## config.mk

```make
export PLATFORM = sky130hd
export DESIGN_NAME = sjtr_ctrl
export DESIGN_NICKNAME = d
export VERILOG_FILES = /design/src/sv/sjtr_pkg.sv /design/src/sv/sjtr_ctrl.sv
export SDC_FILE = /design/constraint.sdc
export NUM_CORES = 1
export LEC_CHECK = 0
export BUFFER_PORTS_ARGS = -buffer_cell sky130_fd_sc_hd__clkbuf_2
export CAP_MARGIN = 30
export CORE_AREA = 4 4 41 43
export DETAILED_ROUTE_END_ITERATION = 8
export DIE_AREA = 0 0 45 47
export GPL_TIMING_DRIVEN = 0
export PLACE_DENSITY_LB_ADDON = 0.25
export SLEW_MARGIN = 20
export SYNTH_ARGS = -nofsm -noshare
export SYNTH_HDL_FRONTEND = slang
export SYNTH_SLANG_ARGS = --single-unit
```

## constraint.sdc

```tcl
create_clock -name clk -period 1.5 [get_ports clk]
set_clock_uncertainty 0.1 [all_clocks]
set_input_delay 0.3 -clock clk [delete_from_list [all_inputs] [get_ports clk]]
set_output_delay 0.3 -clock clk [all_outputs]
set_load 0.01 [all_outputs]
```

## src/sv/sjtr_pkg.sv

```systemverilog
`timescale 1ns / 1ps

package sjtr_pkg;

	localparam int WIDE_MAX_DEF = 4096;
	localparam int GLYPH_ROWS   = 16;
	localparam int CFG_W        = 16;
	localparam int CFG_IDX_W    = 3;

	typedef enum logic [1:0] {
		OP_DRAW,
		OP_LOAD_HALF,
		OP_LOAD_CODE,
		OP_LOAD_ROW
	} op_t;

	typedef enum logic [CFG_IDX_W-1:0] {
		REG_ORIGIN_X,
		REG_ORIGIN_Y,
		REG_RIGHT_LIMIT,
		REG_INK,
		REG_SURFACE_WIDTH,
		REG_SURFACE_HEIGHT,
		REG_WIDE_COUNT
	} cfg_reg_t;

	localparam logic [7:0] LEAD_A_LO = 8'h81;
	localparam logic [7:0] LEAD_A_HI = 8'h9f;
	localparam logic [7:0] LEAD_B_LO = 8'he0;
	localparam logic [7:0] LEAD_B_HI = 8'hef;
	localparam logic signed [15:0] UNCLIPPED = 16'sh7fff;
	localparam logic [15:0] BOX_EDGE = 16'h7ffe;
	localparam logic [15:0] BOX_SIDE = 16'h4002;
	localparam logic [3:0] BOX_TOP = 4'd2;
	localparam logic [3:0] BOX_BOTTOM = 4'd14;

	typedef struct packed {
		logic [1:0]  operation;
		logic [7:0]  text_byte;
		logic        last;
		logic [11:0] entry_index;
		logic [3:0]  glyph_row;
		logic [15:0] row_bits;
		logic [15:0] wide_code;
	} in_t;

	typedef struct packed {
		logic signed [15:0] row_x;
		logic signed [15:0] row_y;
		logic [15:0]        pixel_mask;
		logic [7:0]         ink_value;
		logic               width_valid;
		logic [15:0]        drawn_width;
		logic               end_of_run;
	} out_t;

	typedef struct packed {
		logic ready;
		logic start_glyph;
		logic hold_lead;
		logic set_stop;
		logic glyph_init;
		logic search_step;
		logic row_emit;
		logic advance;
		logic width_emit;
	} cmd_t;

	typedef struct packed {
		logic stopped;
		logic pending;
		logic lead;
		logic last;
		logic wide;
		logic fits;
		logic probe_ok;
		logic hit;
		logic row_last;
		logic out_free;
	} sts_t;

	function automatic logic is_lead(input logic [7:0] b);
		return (b >= LEAD_A_LO && b <= LEAD_A_HI) || (b >= LEAD_B_LO && b <= LEAD_B_HI);
	endfunction

	function automatic logic [15:0] box_row(input logic [3:0] r);
		logic [15:0] m;
		if (r == BOX_TOP || r == BOX_BOTTOM) begin
			m = BOX_EDGE;
		end else if (r > BOX_TOP && r < BOX_BOTTOM) begin
			m = BOX_SIDE;
		end else begin
			m = '0;
		end
		return m;
	endfunction

endpackage

```

## src/sv/sjtr_ctrl.sv

```systemverilog
`timescale 1ns / 1ps

module sjtr_ctrl (
	input  logic          clk,
	input  logic          arst_n,
	input  logic          draw_fire,
	input  sjtr_pkg::sts_t sts,
	output sjtr_pkg::cmd_t cmd
);
	import sjtr_pkg::*;

	typedef enum logic [2:0] {
		ST_IDLE,
		ST_DECIDE,
		ST_CHECK,
		ST_PROBE,
		ST_CMP,
		ST_ROW_RD,
		ST_ROW_WR,
		ST_WIDTH
	} state_t;

	state_t state_q;
	state_t state_d;

	always_comb begin
		state_d = state_q;
		cmd     = '0;
		case (state_q)
			ST_IDLE: begin
				cmd.ready = 1'b1;
				if (draw_fire) begin
					state_d = ST_DECIDE;
				end
			end
			ST_DECIDE: begin
				if (sts.stopped) begin
					state_d = sts.last ? ST_WIDTH : ST_IDLE;
				end else if (!sts.pending && sts.lead && !sts.last) begin
					cmd.hold_lead = 1'b1;
					state_d       = ST_IDLE;
				end else begin
					cmd.start_glyph = 1'b1;
					state_d         = ST_CHECK;
				end
			end
			ST_CHECK: begin
				if (sts.fits) begin
					cmd.glyph_init = 1'b1;
					state_d        = sts.wide ? ST_PROBE : ST_ROW_RD;
				end else begin
					cmd.set_stop = 1'b1;
					state_d      = sts.last ? ST_WIDTH : ST_IDLE;
				end
			end
			ST_PROBE: begin
				state_d = sts.probe_ok ? ST_CMP : ST_ROW_RD;
			end
			ST_CMP: begin
				cmd.search_step = 1'b1;
				state_d         = sts.hit ? ST_ROW_RD : ST_PROBE;
			end
			ST_ROW_RD: begin
				state_d = ST_ROW_WR;
			end
			ST_ROW_WR: begin
				if (sts.out_free) begin
					cmd.row_emit = 1'b1;
					if (sts.row_last) begin
						cmd.advance = 1'b1;
						state_d     = sts.last ? ST_WIDTH : ST_IDLE;
					end else begin
						state_d = ST_ROW_RD;
					end
				end
			end
			ST_WIDTH: begin
				if (sts.out_free) begin
					cmd.width_emit = 1'b1;
					state_d        = ST_IDLE;
				end
			end
			default: begin
				state_d = ST_IDLE;
			end
		endcase
	end

	always_ff @(posedge clk or negedge arst_n) begin
		if (!arst_n) begin
			state_q <= ST_IDLE;
		end else begin
			state_q <= state_d;
		end
	end

endmodule

```

### Word level (Yosys, flattened, before mapping)

Cells that the tools add are included.

* mux-type cells: 26
* reductions and logical operators: 6
* eq/ne operators: 10

Operators with widths (count)
* $mux 3: 9
* $pmux 3 s8: 1
* $eq 3x3->1 const B: 4
* $mux 2: 6
* $mux 1: 10
* $eq 3x2->1 const B: 2
* $ne 2x2->1 const B: 3
* $eq 3x1->1 const B: 1
* $logic_not 3->1: 1
* $reduce_and 3->1: 1
* $logic_and 1x1->1: 2
* $logic_not 1->1: 2

* word-level logic and storage cells: 43
* register bits: 3
* input port bits: 13
* output and inout port bits: 9

### Logic depth before layout (Yosys ltp)

Gate-level depths: netlist (run 1).

* depth after elaboration: 6
* gate-level depth with buffers: 5
* gate-level depth less buffers: 4

### Worst setup path before layout (run 1)

OpenSTA, ideal clock, no wires.

* path kind: reg-to-output
* from: register state_q[1]
* to: output port cmd[1] (netlist bit)
* path buffers: 1
* data required time: 1.100 ns
* data arrival time: 1.131 ns
* slack: -0.031 ns
* cell stages (with the launch flop): 5
* cell sequence: dfrtp_1 buf_2 nand2_2 nor3b_2 and2_1

RTL lines
* start: declaration: line sjtr_ctrl.sv:23 `state_t state_q;`
* start signal: assignment: line sjtr_ctrl.sv:93 `state_q <= state_d;`
* end: declaration: line sjtr_ctrl.sv:8 `output sjtr_pkg::cmd_t cmd`

==> results of run 1 <==
metrics by stage:
| stage | setup slack, ps | utilization, % | instance area [um^2] |
|---|---|---|---|
| final | -295 | 53.0 | 689 |
| after global routing | -358 | 53.0 | 689 |
| after CTS | -310 | 47.8 | 622 |
| after detailed placement | -128 | 37.7 | 490 |
| after global placement | -130 | 37.7 | 490 |
| after floorplan | 3.60 | - | 367 |
cell families after synthesis:
logic type | share of synthesized area (%)
flip-flops | 21.0
multiplexers | 2.80
AO/OA/AOI/OAI | 25.9
AND/OR/NAND/NOR | 42.3
buffers and inverters | 8.04
cell type report:
| type | count | area share [%] |
|---|---|---|
| Buffer | 3 | 4.90 |
| Multi-Input combinational cell | 41 | 43.9 |
| Inverter | 3 | 1.63 |
| Clock buffer | 4 | 3.81 |
| Timing Repair Buffer | 34 | 31.9 |
| Tap cell | 15 | 2.72 |
| Sequential cell | 3 | 11.1 |
layer usage:
| metal | vias to the layer above | track usage (%) | share of wire (%) |
|---|---|---|---|
| met2 | 20 | 18.9 | 47 |
| li1 | 260 | - | - |
| met1 | 210 | 13.5 | 43 |
| met3 | 0 | 2.30 | 9.3 |
| met5 | - | 0 | 0 |
| met4 | 0 | 5.26 | 0 |
cell usage after synthesis (2+ instances only):
library cell and number:
buf_2 2, nand2_1 4, nor2_1 4, dfrtp_1 3, a21oi_1 4, o21ai_0 3
nand3_1 2, inv_1 3, nor3_1 5, o21ai_1 3
how the worst min path moves through the flow:
stage	end	depth (start not counted)	slack, ps	from
3_3_place_gp	state_q[1]	1	-4	arst_n
6_report	state_q[0]	2	290	arst_n
5_1_grt	state_q[0]	2	310	arst_n
2_1_floorplan	state_q[0]	0	-100	arst_n
4_1_cts	state_q[0]	2	290	arst_n
3_5_place_dp	state_q[1]	1	0.4	arst_n
report_power, final:
group          switching [mW]  internal (mW)  leakage [nW]
Sequential             0.0470          0.129        0.0348
Combinational           0.433          0.530         0.289
Clock                  0.0431         0.0998        0.0150
repair_timing:
item / CTS / global route
setup endpoints to repair: 9 / 11
resized for setup: 10 / 16
endpoints found under the hold margin: 3 / 0
hold buffers: 1 / 0
cloned: 0 / 0
pin swaps: 6 / 1
buffers inserted: 7 / 6
==> reports/results.txt, run 1 <==
gpl congestion: 0.738
Hold Violations, Final: 0
Core ar.: 1300 um^2
gr usage total: 11.2%
Final WS setup: -295 ps
final period utilization: 120%
maximum operating frequency: 557 MHz
register area share after synthesis: 21.0%
clk slew on worst S/H paths: 40 ps
WP data arrival: 1400 ps
area of the multi-input gates: 303 um^2
Synth Area per Inst: 7.16 um^2
share of layout cells above drive strength 1: 56.8%
number of flip-flops in the largest register: 3
slowest CP cell: or3b_4
Die Y: 47 um
kind of critical path: flip-flop to output port
Slew @ Worst Pin: 245 ps
CP Launch Point: state_q[1]
total CTS buffers: 3
hold_ws: 294 ps
Iter 0 DRT Violations: 3
Die X: 45 um
CP cell instances: or3b_4, a211oi_4, buf_2
commonest non-fill, non-tap cells in the layout: 13 x clkbuf_2, 8 x buf_2, 8 x buf_4, 7 x buf_6
DR WL/cell: 11.1 um
CP delay by family, top: simple AND/OR/NAND/NOR gates
FF/Latch Area: 76.3 um^2
synth warn: 0
Design Power: 1.28 mW
MaxCap Viol Count: 0
Final Max Tran Viols: 0
Vias/cell: 4.76
Buffers on Ports: 21
Clock Tree Buf Depth: 2
PD cells: 1860 nW/um^2
crit path to: cmd[7]
Async S/R FF share, synth: 100%
fin crit period: 1800 ps
Slew headroom: 83.6%
number of synthesized flops with an enable pin: 0
FF-to-FF Start: state_q[2]
worst min path class: primary input to asynchronous set/reset pin
startpoint types: flip-flop
failing checks: setup timing
worst ir drop on vdd: 0.000953 V
post-synth top area cell: dfrtp_1
Leak: 0.339 nW
initial core utilization: 27.5%
CTS tree: done
syn nets: 63
Worst Path Required: 1100 ps
CP Capture Type: output port
WP buf/inv: 1
Filler cells: 135
vias in the first global route: 456
post-synth top area share: 21.0%
Post-Synthesis Cells: 50
Most flops, register: state_q
Final Non-Filler Cells: 103
total grt overflow: 0
registers with the most flip-flops: state_q: 3 flops
global-route wire length before repair: 1730 um
antenna viol nets, final: 0
Area contributors post-synth: dfrtp_1 21%, nor3_1 7.0%, a21oi_1 5.6%
drt drc: 0
H-tree depth: 1
Vias: 490
DP Cell Count: 86
setup TNS: -1170 ps
worst r2r dst: state_q[0]
crit path max fanout: 3
status: finished with violations
CTS root buf: clkbuf_4
largest net degree at the start of global routing: 11
critical path's largest stage delay: 430 ps
antenna diode count: 0
most common flop cell mapped by yosys: dfrtp_1
cell row count: 13
num ports: 22
Clock Sink Count: 3
Synth-to-Final Area Change: 92.7%
FF+latch count, synth: 3
Yosys cell types: 27
Die Area: 2120 um^2
Pre-antenna DRT Iters: 4
Worst R2R Setup Slack: 80 ps
commonest non-fill, non-tap cell in the layout: clkbuf_2
dpl hpwl: 772 um
cell depth of the worst setup path: 3
Final Net Count: 102
WL final: 1150 um
Post-Syn Area: 358 um^2
RSZ-0062 raised after global routing: yes
r2r worst-path depth: 7
final setup fails: 9
worst-skew pair later-pin latency: 230 ps
initial antenna violation count: 0
Power figures use the tool's default switching activity.
==> run 2, diff against run 1 <==
--- a/config.mk
+++ b/config.mk
@@ -11,7 +11,6 @@
 export DETAILED_ROUTE_END_ITERATION = 8
 export DIE_AREA = 0 0 45 47
 export GPL_TIMING_DRIVEN = 0
-export PLACE_DENSITY_LB_ADDON = 0.25
 export SLEW_MARGIN = 20
 export SYNTH_ARGS = -nofsm -noshare
 export SYNTH_HDL_FRONTEND = slang
==> reports/results.txt, run 2 (same netlist as run 1, synthesis figures left out) <==
Core ar.: 1300 um^2 (unchanged)
met1 usage: 15.1% (+1.6 points)
commonest non-fill, non-tap cell in the layout: clkbuf_2
num ports: 22 (unchanged)
Buffers on Ports: 21 (unchanged)
PD cells: 1890 nW/um^2 (+1.5%)
worst-skew pair later-pin latency: 230 ps (about the same)
Die Area: 2120 um^2 (unchanged)
dpl hpwl: 796 um (+3.1%)
total grt overflow: 0 (unchanged)
final period utilization: 118% (-1.5 points)
FF-to-FF Start: state_q[1]
FF/Latch Area: 76.3 um^2 (unchanged)
cell row count: 13 (unchanged)
Vias: 484 (-1.2%)
total CTS buffers: 3 (unchanged)
commonest non-fill, non-tap cells in the layout: 13 x clkbuf_2, 8 x buf_2, 8 x buf_4
Most flops, register: state_q
Pre-antenna DRT Iters: 3 (-1)
Hold Violations, Final: 0 (unchanged)
fin util: 52.1% (-0.87 points)
WP data arrival: 1370 ps (-30 ps)
Final WS setup: -273 ps (+22.7 ps)
WL final: 1160 um (+1.1%)
Die X: 45 um (unchanged)
MaxCap Viol Count: 0 (unchanged)
Final Max Tran Viols: 0 (unchanged)
global-route wire length before repair: 1880 um (+9.2%)
Clock Tree Buf Depth: 2 (unchanged)
H-tree depth: 1 (unchanged)
failing checks: setup timing
RSZ-0062 raised after global routing: yes
crit path max fanout: 3 (unchanged)
area of the multi-input gates: 322 um^2 (+6.2%)
antenna viol nets, final: 0 (unchanged)
worst r2r dst: state_q[0]
Worst Path Required: 1100 ps (about the same)
registers with the most flip-flops: state_q: 3 flops
Synth-to-Final Area Change: 89.5%
CP Launch Point: state_q[2]
initial core utilization: 27.5% (unchanged)
gr usage total: 12.2% (+1.0 points)
Slew @ Worst Pin: 232 ps (-13.3 ps)
fin crit period: 1770 ps (-22.7 ps)
DP Cell Count: 86 (unchanged)
CTS tree: done
clk slew on worst S/H paths: 40 ps (about the same)
Leak: 0.331 nW (-2.2%)
M3 GR Usage: 2.30% (unchanged)
Worst R2R Setup Slack: 130 ps (+50 ps)
Die Y: 47 um (unchanged)
Iter 0 DRT Violations: 10 (+7)
number of flip-flops in the largest register: 3 (unchanged)
worst ir drop on vdd: 0.000839 V (-12%)
Clock Sink Count: 3 (unchanged)
r2r worst-path depth: 7 (unchanged)
placed inst area: 490 um^2 (unchanged)
final setup fails: 9 (unchanged)
share of layout cells above drive strength 1: 54.1% (-2.7 points)
design area: 678 um^2 (-1.6%)
CP Capture Type: output port
Slew headroom: 84.5% (+0.88 points)
Vias/cell: 4.84 (+1.7%)
vias in the first global route: 472 (+3.5%)
startpoint types: flip-flop
worst min path class: primary input to asynchronous set/reset pin
GR Util met2: 21.5% (+2.5 points)
status: finished with violations
drt drc: 0 (unchanged)
gpl congestion: 0.829 (+12%)
antenna diode count: 0 (unchanged)
largest net degree at the start of global routing: 11 (unchanged)
GRT busiest layer: met2
initial antenna violation count: 0 (unchanged)
Final Net Count: 99 (-2.9%)
maximum operating frequency: 564 MHz (+1.3%)
Design Power: 1.28 mW (-0.12%)
CTS root buf: clkbuf_4
crit path to: cmd[7]
DR WL/cell: 11.6 um (+4.2%)
Final Non-Filler Cells: 100 (-2.9%)
kind of critical path: flip-flop to output port
Filler cells: 142 (+5.2%)
==> run 2: metrics by stage <==
step | hold slack (ps) | TNS (ps) | setup slack [ps]
floorplan | -95.6 | 0 | 3.60
global placement | -3.94 | -248 | -126
detailed placement | -2.40 | -265 | -136
CTS | 296 | -1670 | -292
global route | 310 | -2150 | -333
finish | 297 | -1480 | -273
==> run 2: report_power, final <==
group	switching [mW]	internal, mW
logic	0.468	0.504
clock network	0.0394	0.0995
registers	0.0392	0.129
==> run 2: worst min path at each step <==
stage / from / end / slack, ps
after floorplan: arst_n / state_q[0] / -100
after global placement: arst_n / state_q[1] / -4
after detailed placement: arst_n / state_q[1] / -2
after CTS: arst_n / state_q[0] / 300
after global routing: arst_n / state_q[1] / 310
final: arst_n / state_q[0] / 300
==> run 2: cell type report <==
type | instances | area share [%]
buffer | 3 | 5.54
sequential | 3 | 11.3
multi-input combinational | 41 | 47.4
clock buffer | 4 | 3.87
tap | 15 | 2.77
inverter | 3 | 1.66
timing repair buffer | 31 | 27.5
==> run 2: per-layer routing <==
layer	part of all wire (%)	wire length, um	up-vias
li1	-	-	255
met1	48	559	211
met2	45	518	18
met3	7.0	81	0
met4	0	0	0
met5	0	0	-
==> run 2: timing repair <==
action,in CTS,in global routing
pin swaps,3,0
resized for setup,11,13
endpoints found under the hold margin,3,0
setup endpoints to repair,9,10
hold buffers,1,0
buffers inserted,9,0
==> run 2: worst max-delay path, cell delays in order (launching register included) <==
cell and delay [ps]:
dfrtp_2 410, or3b_4 390, a211oi_2 170, buf_2 170
